==> config.mk <==
export PLATFORM = sky130hd
export DESIGN_NAME = easc_packet_sound_decoder
export DESIGN_NICKNAME = d
export VERILOG_FILES = /design/src/easc_pkg.sv /design/src/easc_front.sv /design/src/easc_cmd_fifo.sv /design/src/easc_back.sv /design/src/easc_packet_sound_decoder.sv
export SDC_FILE = /design/constraint.sdc
export NUM_CORES = 1
export LEC_CHECK = 0
export BUFFER_PORTS_ARGS = -buffer_cell sky130_fd_sc_hd__buf_2
export CORE_MARGIN = 8
export CORE_UTILIZATION = 65
export DETAILED_ROUTE_END_ITERATION = 10
export PLACE_DENSITY = 0.93
export SLEW_MARGIN = 0
export SYNTH_ARGS = -nofsm -noshare
export SYNTH_HDL_FRONTEND = slang
export SYNTH_SLANG_ARGS = --single-unit
==> constraint.sdc <==
create_clock -name i_clk -period 20.1 [get_ports i_clk]
set_input_delay 2.01 -clock i_clk [delete_from_list [all_inputs] [get_ports i_clk]]
set_output_delay 2.01 -clock i_clk [all_outputs]
set_load 0.05 [all_outputs]
==> src/easc_pkg.sv <==
package easc_pkg;

    // Packet layout
    localparam int unsigned C_DATA_BYTES = 14;  // data bytes after each header
    localparam int unsigned C_SCALE_MAX  = 14;  // largest legal scale

    // Command queue depth
    localparam int unsigned C_QUEUE_DEPTH = 4;
    localparam int unsigned C_QUEUE_AW    = $clog2(C_QUEUE_DEPTH);

    // One queued command from the classifier to the decode engine
    typedef struct packed {
        logic       has_data;   // data byte: two samples
        logic [7:0] data_byte;
        logic [1:0] ptype;      // packet type from header
        logic [3:0] scale;      // scale from header
        logic       tail_err;   // error result follows (or is the whole command)
        logic       clear;      // clear envelope/delta after this command
    } t_cmd;

endpackage

==> src/easc_front.sv <==
module easc_front
    import easc_pkg::*;
(
    input  logic       i_clk,
    input  logic       i_rst_n,
    input  logic       i_in_valid,
    input  logic [7:0] i_packet_byte,
    input  logic       i_end_of_sound,
    input  logic       i_full,
    output logic       o_in_stall,
    output logic       o_push,
    output t_cmd       o_push_cmd
);

    logic [3:0] r_pos, n_pos;
    logic [1:0] r_ptype, n_ptype;
    logic [3:0] r_scale, n_scale;
    logic       r_failed, n_failed;
    logic       accept;
    logic [3:0] scale_in;

    assign o_in_stall = i_full;
    assign accept     = i_in_valid && !i_full;
    assign scale_in   = i_packet_byte[3:0];

    // Classify each transfer and queue the work it causes
    always_comb begin
        n_pos      = r_pos;
        n_ptype    = r_ptype;
        n_scale    = r_scale;
        n_failed   = r_failed;
        o_push     = 1'b0;
        o_push_cmd = '0;
        if (accept) begin
            if (!r_failed) begin
                if (r_pos == 4'd0) begin
                    if (scale_in > 4'(C_SCALE_MAX)) begin
                        // bad scale: lone error result
                        n_failed            = 1'b1;
                        o_push              = 1'b1;
                        o_push_cmd.tail_err = 1'b1;
                        o_push_cmd.clear    = 1'b1;
                    end else begin
                        n_ptype = i_packet_byte[5:4];
                        n_scale = scale_in;
                        n_pos   = 4'd1;
                        // sound ends right after a header
                        if (i_end_of_sound) begin
                            o_push              = 1'b1;
                            o_push_cmd.tail_err = 1'b1;
                            o_push_cmd.clear    = 1'b1;
                        end
                    end
                end else begin
                    n_pos = (r_pos >= 4'(C_DATA_BYTES)) ? 4'd0 : r_pos + 4'd1;
                    o_push               = 1'b1;
                    o_push_cmd.has_data  = 1'b1;
                    o_push_cmd.data_byte = i_packet_byte;
                    o_push_cmd.ptype     = r_ptype;
                    o_push_cmd.scale     = r_scale;
                    o_push_cmd.tail_err  = i_end_of_sound && (n_pos != 4'd0);
                    o_push_cmd.clear     = i_end_of_sound;
                end
            end
            // end of sound returns everything to idle
            if (i_end_of_sound) begin
                n_pos    = 4'd0;
                n_ptype  = 2'd0;
                n_scale  = 4'd0;
                n_failed = 1'b0;
            end
        end
    end

    always_ff @(posedge i_clk) begin
        if (!i_rst_n) begin
            r_pos    <= 4'd0;
            r_ptype  <= 2'd0;
            r_scale  <= 4'd0;
            r_failed <= 1'b0;
        end else begin
            r_pos    <= n_pos;
            r_ptype  <= n_ptype;
            r_scale  <= n_scale;
            r_failed <= n_failed;
        end
    end

endmodule

==> src/easc_cmd_fifo.sv <==
module easc_cmd_fifo
    import easc_pkg::*;
(
    input  logic i_clk,
    input  logic i_rst_n,
    input  logic i_push,
    input  t_cmd i_push_cmd,
    input  logic i_pop,
    output t_cmd o_head,
    output logic o_full,
    output logic o_empty
);

    t_cmd                  r_mem [C_QUEUE_DEPTH];
    logic [C_QUEUE_AW-1:0] r_wr_ptr;
    logic [C_QUEUE_AW-1:0] r_rd_ptr;
    logic [C_QUEUE_AW:0]   r_count;

    assign o_full  = (r_count == (C_QUEUE_AW+1)'(C_QUEUE_DEPTH));
    assign o_empty = (r_count == '0);
    assign o_head  = r_mem[r_rd_ptr];

    // Storage
    always_ff @(posedge i_clk) begin
        if (i_push) begin
            r_mem[r_wr_ptr] <= i_push_cmd;
        end
    end

    // Pointers and fill count
    always_ff @(posedge i_clk) begin
        if (!i_rst_n) begin
            r_wr_ptr <= '0;
            r_rd_ptr <= '0;
            r_count  <= '0;
        end else begin
            if (i_push) begin
                r_wr_ptr <= r_wr_ptr + 1'b1;
            end
            if (i_pop) begin
                r_rd_ptr <= r_rd_ptr + 1'b1;
            end
            case ({i_push, i_pop})
                2'b10:   r_count <= r_count + 1'b1;
                2'b01:   r_count <= r_count - 1'b1;
                default: r_count <= r_count;
            endcase
        end
    end

endmodule

==> src/easc_back.sv <==
module easc_back
    import easc_pkg::*;
(
    input  logic               i_clk,
    input  logic               i_rst_n,
    input  t_cmd               i_head,
    input  logic               i_empty,
    output logic               o_pop,
    output logic               o_out_valid,
    input  logic               i_out_stall,
    output logic signed [15:0] o_sample,
    output logic               o_error,
    output logic               o_last_of_item
);

    typedef enum logic [2:0] {
        PH_LO  = 3'b001,
        PH_HI  = 3'b010,
        PH_ERR = 3'b100
    } t_phase;

    t_phase             r_phase, n_phase, cur_phase;
    logic signed [31:0] r_env, n_env;
    logic signed [31:0] r_delta, n_delta;
    logic               r_out_valid;
    logic signed [15:0] r_sample, n_sample;
    logic               r_error, n_error;
    logic               r_last, n_last;
    logic               advance;

    logic [3:0]         nib;
    logic signed [16:0] prod;
    logic signed [16:0] bias;
    logic signed [16:0] raster17;
    logic signed [31:0] raster;
    logic signed [31:0] env_a, delta_a, env_b, delta_b, e3, t3, out_env;

    // Signed divisions by powers of two, truncating toward zero
    function automatic logic signed [31:0] f_div8(input logic signed [31:0] x);
        logic signed [31:0] s;
        s = x + (x[31] ? 32'sd7 : 32'sd0);
        return s >>> 3;
    endfunction

    function automatic logic signed [31:0] f_div16(input logic signed [31:0] x);
        logic signed [31:0] s;
        s = x + (x[31] ? 32'sd15 : 32'sd0);
        return s >>> 4;
    endfunction

    function automatic logic signed [15:0] f_clamp16(input logic signed [31:0] x);
        logic signed [15:0] r;
        if (x > 32'sd32767) begin
            r = 16'sh7fff;
        end else if (x < -32'sd32768) begin
            r = 16'sh8000;
        end else begin
            r = x[15:0];
        end
        return r;
    endfunction

    assign advance   = !i_empty && (!r_out_valid || !i_out_stall);
    // a command with no data byte goes straight to its error result
    assign cur_phase = (r_phase == PH_LO && !i_head.has_data) ? PH_ERR : r_phase;

    // Nibble scaling: nibble*4096 / 2^scale
    always_comb begin
        nib      = (cur_phase == PH_HI) ? i_head.data_byte[7:4] : i_head.data_byte[3:0];
        prod     = {{1{nib[3]}}, nib, 12'd0};
        bias     = (17'sd1 <<< i_head.scale) - 17'sd1;
        raster17 = (prod + (prod[16] ? bias : 17'sd0)) >>> i_head.scale;
        raster   = 32'(raster17);
    end

    // Envelope/delta recurrence for one nibble
    always_comb begin
        env_a   = r_env;
        delta_a = r_delta;
        env_b   = r_env;
        delta_b = r_delta;
        e3      = r_env + (r_env <<< 1);
        t3      = '0;
        out_env = r_env;
        case (i_head.ptype)
            2'd0: begin
                env_b   = raster;
                delta_b = '0;
                out_env = raster;
            end
            2'd1: begin
                delta_b = -raster;
                env_a   = r_env + raster;
                out_env = env_a;
                env_b   = env_a - f_div16(env_a);
            end
            2'd2: begin
                delta_a = r_delta - raster;
                env_a   = r_env - delta_a;
                delta_b = delta_a - f_div8(delta_a);
                out_env = env_a;
                env_b   = env_a - f_div8(env_a);
            end
            default: begin
                delta_b = r_delta - raster + f_div8(e3);
                t3      = r_env - delta_b;
                env_b   = t3 - f_div8(t3);
                out_env = env_b;
            end
        endcase
    end

    // Step through the head command, one result per cycle while the queue holds a command and the output is not stalled
    always_comb begin
        n_phase  = r_phase;
        n_env    = r_env;
        n_delta  = r_delta;
        n_sample = r_sample;
        n_error  = r_error;
        n_last   = r_last;
        o_pop    = 1'b0;
        if (advance) begin
            unique case (cur_phase)
                PH_LO: begin
                    n_env    = env_b;
                    n_delta  = delta_b;
                    n_sample = f_clamp16(out_env);
                    n_error  = 1'b0;
                    n_last   = 1'b0;
                    n_phase  = PH_HI;
                end
                PH_HI: begin
                    n_env    = env_b;
                    n_delta  = delta_b;
                    n_sample = f_clamp16(out_env);
                    n_error  = 1'b0;
                    n_last   = !i_head.tail_err;
                    if (i_head.tail_err) begin
                        n_phase = PH_ERR;
                    end else begin
                        o_pop   = 1'b1;
                        n_phase = PH_LO;
                        if (i_head.clear) begin
                            n_env   = '0;
                            n_delta = '0;
                        end
                    end
                end
                PH_ERR: begin
                    n_sample = '0;
                    n_error  = 1'b1;
                    n_last   = 1'b1;
                    o_pop    = 1'b1;
                    n_phase  = PH_LO;
                    if (i_head.clear) begin
                        n_env   = '0;
                        n_delta = '0;
                    end
                end
                default: begin
                    n_phase = PH_LO;
                end
            endcase
        end
    end

    // Control and recurrence state
    always_ff @(posedge i_clk) begin
        if (!i_rst_n) begin
            r_phase     <= PH_LO;
            r_env       <= '0;
            r_delta     <= '0;
            r_out_valid <= 1'b0;
        end else begin
            r_phase <= n_phase;
            r_env   <= n_env;
            r_delta <= n_delta;
            if (advance) begin
                r_out_valid <= 1'b1;
            end else if (!i_out_stall) begin
                r_out_valid <= 1'b0;
            end
        end
    end

    // Output payload register
    always_ff @(posedge i_clk) begin
        r_sample <= n_sample;
        r_error  <= n_error;
        r_last   <= n_last;
    end

    assign o_out_valid    = r_out_valid;
    assign o_sample       = r_sample;
    assign o_error        = r_error;
    assign o_last_of_item = r_last;

endmodule

==> src/easc_packet_sound_decoder.sv <==
// Packet sound decoder: takes a compressed sound one byte per transfer, in packets of
// one header byte and 14 data bytes, and returns one 16-bit sample per data nibble (low
// nibble first), an error result on a bad scale or on a sound that ends off a packet
// boundary, and last_of_item on the final result of each byte. Bytes are classified
// combinationally and queued in a 4-entry command queue; the decode engine then
// produces the results in order (two per data byte, one per error), and a good header
// byte gives no result unless the sound ends on it. The envelope/delta recurrence for
// a nibble is combinational.
module easc_packet_sound_decoder
    import easc_pkg::*;
(
    input  logic               i_clk,
    input  logic               i_rst_n,
    input  logic               i_in_valid,
    output logic               o_in_stall,
    input  logic [7:0]         i_packet_byte,
    input  logic               i_end_of_sound,
    output logic               o_out_valid,
    input  logic               i_out_stall,
    output logic signed [15:0] o_sample,
    output logic               o_error,
    output logic               o_last_of_item
);

    logic push;
    t_cmd push_cmd;
    logic pop;
    t_cmd head;
    logic full;
    logic empty;

    // Byte classifier
    easc_front u_front (
        .i_clk          (i_clk),
        .i_rst_n        (i_rst_n),
        .i_in_valid     (i_in_valid),
        .i_packet_byte  (i_packet_byte),
        .i_end_of_sound (i_end_of_sound),
        .i_full         (full),
        .o_in_stall     (o_in_stall),
        .o_push         (push),
        .o_push_cmd     (push_cmd)
    );

    // Command queue
    easc_cmd_fifo u_fifo (
        .i_clk      (i_clk),
        .i_rst_n    (i_rst_n),
        .i_push     (push),
        .i_push_cmd (push_cmd),
        .i_pop      (pop),
        .o_head     (head),
        .o_full     (full),
        .o_empty    (empty)
    );

    // Decode engine
    easc_back u_back (
        .i_clk          (i_clk),
        .i_rst_n        (i_rst_n),
        .i_head         (head),
        .i_empty        (empty),
        .o_pop          (pop),
        .o_out_valid    (o_out_valid),
        .i_out_stall    (i_out_stall),
        .o_sample       (o_sample),
        .o_error        (o_error),
        .o_last_of_item (o_last_of_item)
    );

endmodule

==> metrics.md, run 1 <==
| Metric | Value |
|---|---|
| Status | `completed` |
| CTS Root Cell | `clkbuf_16` |
| Vias/cell | `6.98` |
| Worst r2r dst | `u_back.o_sample[0]$_SDFFCE_PP0P_` |
| Layout cells sized above 1 | `5.62%` |
| Worst-path clk slew | `0.09 ns` |
| Synthesized net count | `3888` |
| Vias | `28.5k` |
| Post-layout minimum cycle time | `18.23 ns` |
| Cts hold-fix bufs | `0` |
| Final setup viols | `0` |
| Seq/Total Area, Yosys | `16.0%` |
| Area fraction in and, or, nand and nor cells after synthesis | `21.8%` |
| DRC | `0` |
| Drt initial violations | `3632` |
| CORE AREA | `41700 um2` |
| Hold path depth | `2` |
| Cell mode on critical path | `ha_1` |
| Crit. End Element | `flip-flop` |
| Unrepaired setup endpoints after global routing | `no` |
| Row count | `75` |
| CTS buffer count | `17` |
| FF-to-FF setup slack | `1.87 ns` |
| Die width | `221 um` |
| Initial antenna violation count | `1` |
| CTS tree | `done` |
| Number of global-route vias before repair | `26.4k` |
| Mapped cell area | `27200 um2` |
| Initial Util | `65.4%` |
| DP Wirelength | `68600 um` |
| Cell with the most instances after synthesis | `ha_1` |
| Fraction of synthesized area in multiplexers | `2.67%` |
| Global-route wire length before repair | `140000 um` |
| Hold WC Path Type | `flip-flop to flip-flop` |
| CP max stage delay | `0.81 ns` |
| Arrival time worst endpoint | `18.54 ns` |
| Max Root-Sink Buffers | `2` |
| Antenna viol nets, final | `0` |
| Post-Synthesis Cells | `3544` |
| CP required | `20.41 ns` |
| CP Launch Type | `flip-flop` |
| Register bit total from synthesis | `174` |
| Diode count | `0` |
| Top-level port count | `33` |
| Grt met3 use | `10.5%` |
| Layout net count | `3871` |
| Ys async rst share | `0%` |
| Area Overhead vs Synth | `4.80%` |
| Worst Hold End | `u_back.r_delta[3]$_SDFFE_PN0P_` |
| Number of port buffers | `32` |
| Area share of the largest cell type after synthesis | `14.7%` |
| Xor and xnor area share after synthesis | `13.3%` |
| Syn avg cell area | `7.68 um2` |
| Fin Setup TNS | `0 ns` |
| Yosys warns | `0` |
| Drt wl/cell | `22.1 um` |
| Final Hold Viols | `0` |
| First-pass DRT Iterations | `9` |
| Slowest cell on the critical path | `mux4_2` |
| Setup bufs post-CTS | `0` |
| Post-synth EDFFs | `86` |
| Final slew viol count | `0` |
| Largest cells by area after synthesis | `ha_1, edfxtp_1, xnor2_1` |
| Largest net degree at the start of global routing | `79` |
| Max Cap Viol | `0` |
| Yosys cell types | `107` |
| Top_reg_cell synth | `dfxtp_1` |
| Hold Crit Start | `u_back.r_delta[3]$_SDFFE_PN0P_` |
| M1 GR Usage | `47.4%` |
| Period utilization | `90.7%` |
| GR Overflow Total | `0` |
| Setup CP Type | `flip-flop to flip-flop` |
| GP Congestion | `1.05` |
| Reg2Reg Depth | `66` |
| Max Freq | `0.0549 GHz` |
| Busiest layer in global routing | `met2` |
| Largest family of logic cells by synthesized area | `compound AO/OA/AOI/OAI gates` |
| Leading cell types by count after synthesis | `ha_1, a21oi_1, nand2_1, nor2_1, xnor2_1` |
| TritonCTS Sinks | `174` |
| Clk Latency, worst-skew pair | `0.51 ns` |
| Crit-path max FO | `30` |
| Final wirelength | `90200 um` |
| Die Ht | `221 um` |
| Die Area | `48700 um2` |
| Clock Skews | `0.0256 ns` |
| Overall Global Routing Usage | `36.4%` |
| H-tree levels | `4` |
| Slew Limit Headroom | `15.5%` |
| Grt met2 use | `54.1%` |
| Yosys top cell by area | `ha_1` |
| Worst slew pin tran | `1.26 ns` |
| Synth Area in Adders | `15.5%` |
| Post-CTS sizing | `0` |
| Synth Area in Compound Gates | `26.9%` |
-- critical path: cells and delay by family, from the launching register on --
kind                     cells  cell delay (ns)
adder cells (fa/ha/maj)      8             2.65
AO/OA/AOI/OAI               26             6.19
flip-flops                   1             0.74
AND/OR/NAND/NOR             18             4.39
XOR/XNOR                     7             2.05
multiplexers                 2             1.15
buffers and inverters        5             0.78
-- cell families (layout without fill, tap and decap cells) --
group,Yosys count,after routing
AOI/OAI and AO/OA,1114,1114
DFF,174,174
muxes,50,50
adders and majority gates,331,331
xor gates and xnor gates,408,408
buffers and inverters,273,269
and+or+nand+nor,1194,1194
-- per-stage QoR --
step	cells	hold WS [ns]	setup WS [ns]	area (um2)	utilization, %
6_report	4079	0.477	1.87	28500	68.5
4_1_cts	4079	0.476	2.36	28500	68.5
3_3_place_gp	4047	0.461	2.98	27900	67.0
2_1_floorplan	3544	0.445	5.73	27200	-
5_1_grt	4079	0.499	0.547	28500	68.5
3_5_place_dp	4047	0.467	2.54	27900	67.0
-- layer usage --
layer  up-vias  wire length [um]
met5         -                43
met4         4              5380
met3       390             13000
met2      1961             37000
met1     13100             34700
li1      13000                 -
-- cell type report --
| cell class | count | area (um2) |
|---|---|---|
| clock buffer | 18 | 439 |
| timing repair buffer | 64 | 403 |
| tap | 539 | 674 |
| clock inverter | 14 | 163 |
| fill | 3377 | 13100 |
| multi-input combinational | 3097 | 21900 |
| sequential | 174 | 4340 |
| inverter | 173 | 649 |
-- worst max path at each step --
stage / end / cells past startpoint / start / slack [ns]
global placement: u_back.o_sample[0]$_SDFFCE_PP0P_ / 66 / flip-flop / 2.98
floorplan: u_back.o_sample[0]$_SDFFCE_PP0P_ / 69 / flip-flop / 5.73
CTS: u_back.o_sample[0]$_SDFFCE_PP0P_ / 66 / flip-flop / 2.36
global route: u_back.o_sample[0]$_SDFFCE_PP0P_ / 65 / flip-flop / 0.55
detailed placement: u_back.o_sample[0]$_SDFFCE_PP0P_ / 66 / flip-flop / 2.54
finish: u_back.o_sample[0]$_SDFFCE_PP0P_ / 66 / flip-flop / 1.87
-- state kept, by name, summed over array words and instances, names as in the netlist, 2 cells and up, named ones only --
| register | flops |
|---|---|
| u_front.r_pos | 4 |
| u_fifo.r_mem | 68 |
| u_fifo.r_count | 3 |
| u_fifo.r_rd_ptr | 2 |
| u_back.r_phase | 3 |
| u_front.r_scale | 4 |
| u_front.r_ptype | 2 |
| u_fifo.r_wr_ptr | 2 |
| u_back.r_delta | 32 |
| u_back.r_env | 32 |
| u_back.o_sample | 16 |
-- placed cells by master (no fill, tap or decap), types with 16 or more instances in the layout --
cell         n
a21oi_1    313
o22ai_1     19
a31oi_1     36
clkbuf_16   17
a21boi_0    38
or2_2       26
a211o_1     18
inv_1      172
nor3_1      97
o21a_1      56
buf_2       31
dfxtp_1     88
o21bai_1    32
nand3_1     95
and2_1      61
o21ai_0    213
a211oi_1    45
mux4_2      16
a21o_1      98
nand4_1     28
and3_1      52
ha_1       319
a22oi_1     24
buf_4       33
o31ai_1     24
nor2b_1     77
mux2i_1     21
o211ai_1    35
xnor2_1    265
or3_1       37
nand2b_1    50
nor4_1      27
nor2_1     281
nand2_1    300
edfxtp_1    86
xor2_1     138
Power of run 1 is left out: the tool's default activity adds up to more than one toggle a clock period on the data nets, which glitch-free logic cannot reach.
==> inputs of run 2 (changes only) <==
CORE_UTILIZATION = 50   (was 65)
GPL_TIMING_DRIVEN = 0   (was unset)
PLACE_DENSITY = 0.77   (was 0.93)
==> metrics.md, run 2 (synthesis results as in run 1) <==
| Metric | Value |
|---|---|
| Fin Setup TNS | `0 ns (unchanged)` |
| First-pass DRT Iterations | `6 (-3)` |
| Number of port buffers | `31 (-3.1%)` |
| CORE AREA | `53800 um2 (+29%)` |
| Die Area | `62200 um2 (+28%)` |
| Area Overhead vs Synth | `6.31%` |
| Largest regs | `u_fifo.r_mem x68, u_back.r_delta x32, u_back.r_env x32` |
| Die width | `249 um (+13%)` |
| Most flops, register | `u_fifo.r_mem` |
| Commonest non-fill, non-tap cells in the layout | `ha_1, a21oi_1, nand2_1` |
| CTS Root Cell | `clkbuf_16` |
| Antenna viol nets, final | `0 (unchanged)` |
| CP Launch Type | `flip-flop` |
| Number of global-route vias before repair | `25.8k (-2.4%)` |
| Crit. End Element | `flip-flop` |
| Arrival time worst endpoint | `19.73 ns (+1.19 ns)` |
| Vias | `27.9k (-2.1%)` |
| TritonCTS Sinks | `174 (unchanged)` |
| Min Hold Slack | `0.478 ns (+0.000703 ns)` |
| Setup CP Type | `flip-flop to flip-flop` |
| Final wirelength | `97800 um (+8.5%)` |
| Core Util, Final | `53.8% (-15 points)` |
| Drt initial violations | `3421 (-5.8%)` |
| Final slew viol count | `0 (unchanged)` |
| Top-level port count | `33 (unchanged)` |
| Drt wl/cell | `22.7 um (+2.8%)` |
| CP max stage delay | `0.79 ns (-0.02 ns)` |
| Worst-path clk slew | `0.08 ns (about the same)` |
| DRC | `0 (unchanged)` |
| Max reg flops | `68 (unchanged)` |
| Unrepaired setup endpoints after global routing | `no` |
| Layout net count | `3938 (+1.7%)` |
| GR Overflow Total | `0 (unchanged)` |
| Met2 wire length | `40600 um (+9.7%)` |
| Largest net degree at the start of global routing | `25 (-68%)` |
| Max Freq | `0.0516 GHz (-6.0%)` |
| Post-CTS sizing | `0 (unchanged)` |
| Final setup viols | `0 (unchanged)` |
| Most common cell after layout, fill and taps aside | `ha_1` |
| Initial Util | `50.6% (-15 points)` |
| Status | `completed` |
| Worst slew pin tran | `1.46 ns (+0.200 ns)` |
| Crit-path max FO | `10 (-67%)` |
| Die Ht | `249 um (+13%)` |
| Vias/cell | `6.48 (-7.2%)` |
| Setup ws final | `0.719 ns (-1.15 ns)` |
| Max Root-Sink Buffers | `2 (unchanged)` |
| Layout cells sized above 1 | `5.05% (-0.58 points)` |
| H-tree levels | `4 (unchanged)` |
| Slowest cell on the critical path | `nor4_2` |
| CTS buffer count | `17 (unchanged)` |
| Final Hold Viols | `0 (unchanged)` |
| Metal-1 WL | `40100 um (+16%)` |
| Fillers | `5147 (+52%)` |
| Highest routed layer | `met5` |
| Max Cap Viol | `0 (unchanged)` |
| WL met3 | `9940 um (-24%)` |
| Setup bufs post-CTS | `0 (unchanged)` |
| Hold WC Path Type | `flip-flop to flip-flop` |
| Clock Skews | `0.0157 ns (-0.00992 ns)` |
| Cts hold-fix bufs | `0 (unchanged)` |
| CTS tree | `done` |
| Row count | `85 (+13%)` |
| Global-route wire length before repair | `148000 um (+6.2%)` |
| CP required | `20.44 ns (+0.03 ns)` |
| Post-layout minimum cycle time | `19.38 ns (+1.15 ns)` |
| Initial antenna violation count | `4 (+3)` |
| Overall Global Routing Usage | `30.2% (-6.2 points)` |
| GP Congestion | `1.03 (-2.2%)` |
| Clk Latency, worst-skew pair | `0.51 ns (about the same)` |
| Slew Limit Headroom | `2.54% (-13 points)` |
| Period utilization | `96.4% (+5.7 points)` |
| DP Wirelength | `77700 um (+13%)` |
| DP Worst Slack | `0.686 ns (-1.85 ns)` |
-- run 2: path summary, 6_finish.rpt --
kind,depth (start not counted),startpoint,slack [ns],to
setup reg to reg,69,flip-flop,0.72,u_back.o_sample[7]$_SDFFCE_PP0P_
hold reg to reg,2,u_back.r_delta[3]$_SDFFE_PN0P_,0.48,u_back.r_delta[3]$_SDFFE_PN0P_
hold / removal,2,u_back.r_delta[3]$_SDFFE_PN0P_,0.48,u_back.r_delta[3]$_SDFFE_PN0P_
setup / recovery,69,flip-flop,0.72,u_back.o_sample[7]$_SDFFCE_PP0P_
-- run 2: layout make-up --
type	instances	area [um2]	area share [%]
multi-input cells	3097	21900	75.5
flip-flops and latches	174	4340	15.0
well taps	696	871	3.01
inverters	173	649	2.24
clock buffers	17	425	1.47
plain buffers	100	418	1.44
clock inverters	15	213	0.735
repair buffers	31	155	0.536
diodes	1	2.50	0.00864
-- run 2: worst max-delay path: cells and delay by family, from the launching register on --
family,cells,cell delay (ns)
AOI/OAI and AO/OA,29,7.06
xor gates and xnor gates,6,1.87
adders and majority gates,6,2.09
buffers and inverters,8,2.09
DFF,1,0.36
muxes,1,0.56
and+or+nand+nor,19,5.15
-- run 2: through the flow --
stage / cell area, um2 / instances
2_1_floorplan: 27200 / 3544
3_3_place_gp: 28300 / 4271
3_5_place_dp: 28300 / 4271
4_1_cts: 28900 / 4303
5_1_grt: 28900 / 4304
6_report: 28900 / 4304
-- run 2: layer usage --
| metal | vias to the layer above | GRT usage (%) |
|---|---|---|
| li1 | 13200 | - |
| met1 | 12800 | 38.6 |
| met2 | 1474 | 45.8 |
| met3 | 341 | 6.59 |
| met4 | 4 | 19.2 |
| met5 | - | 0 |
Power of run 2 is left out for the same reason.
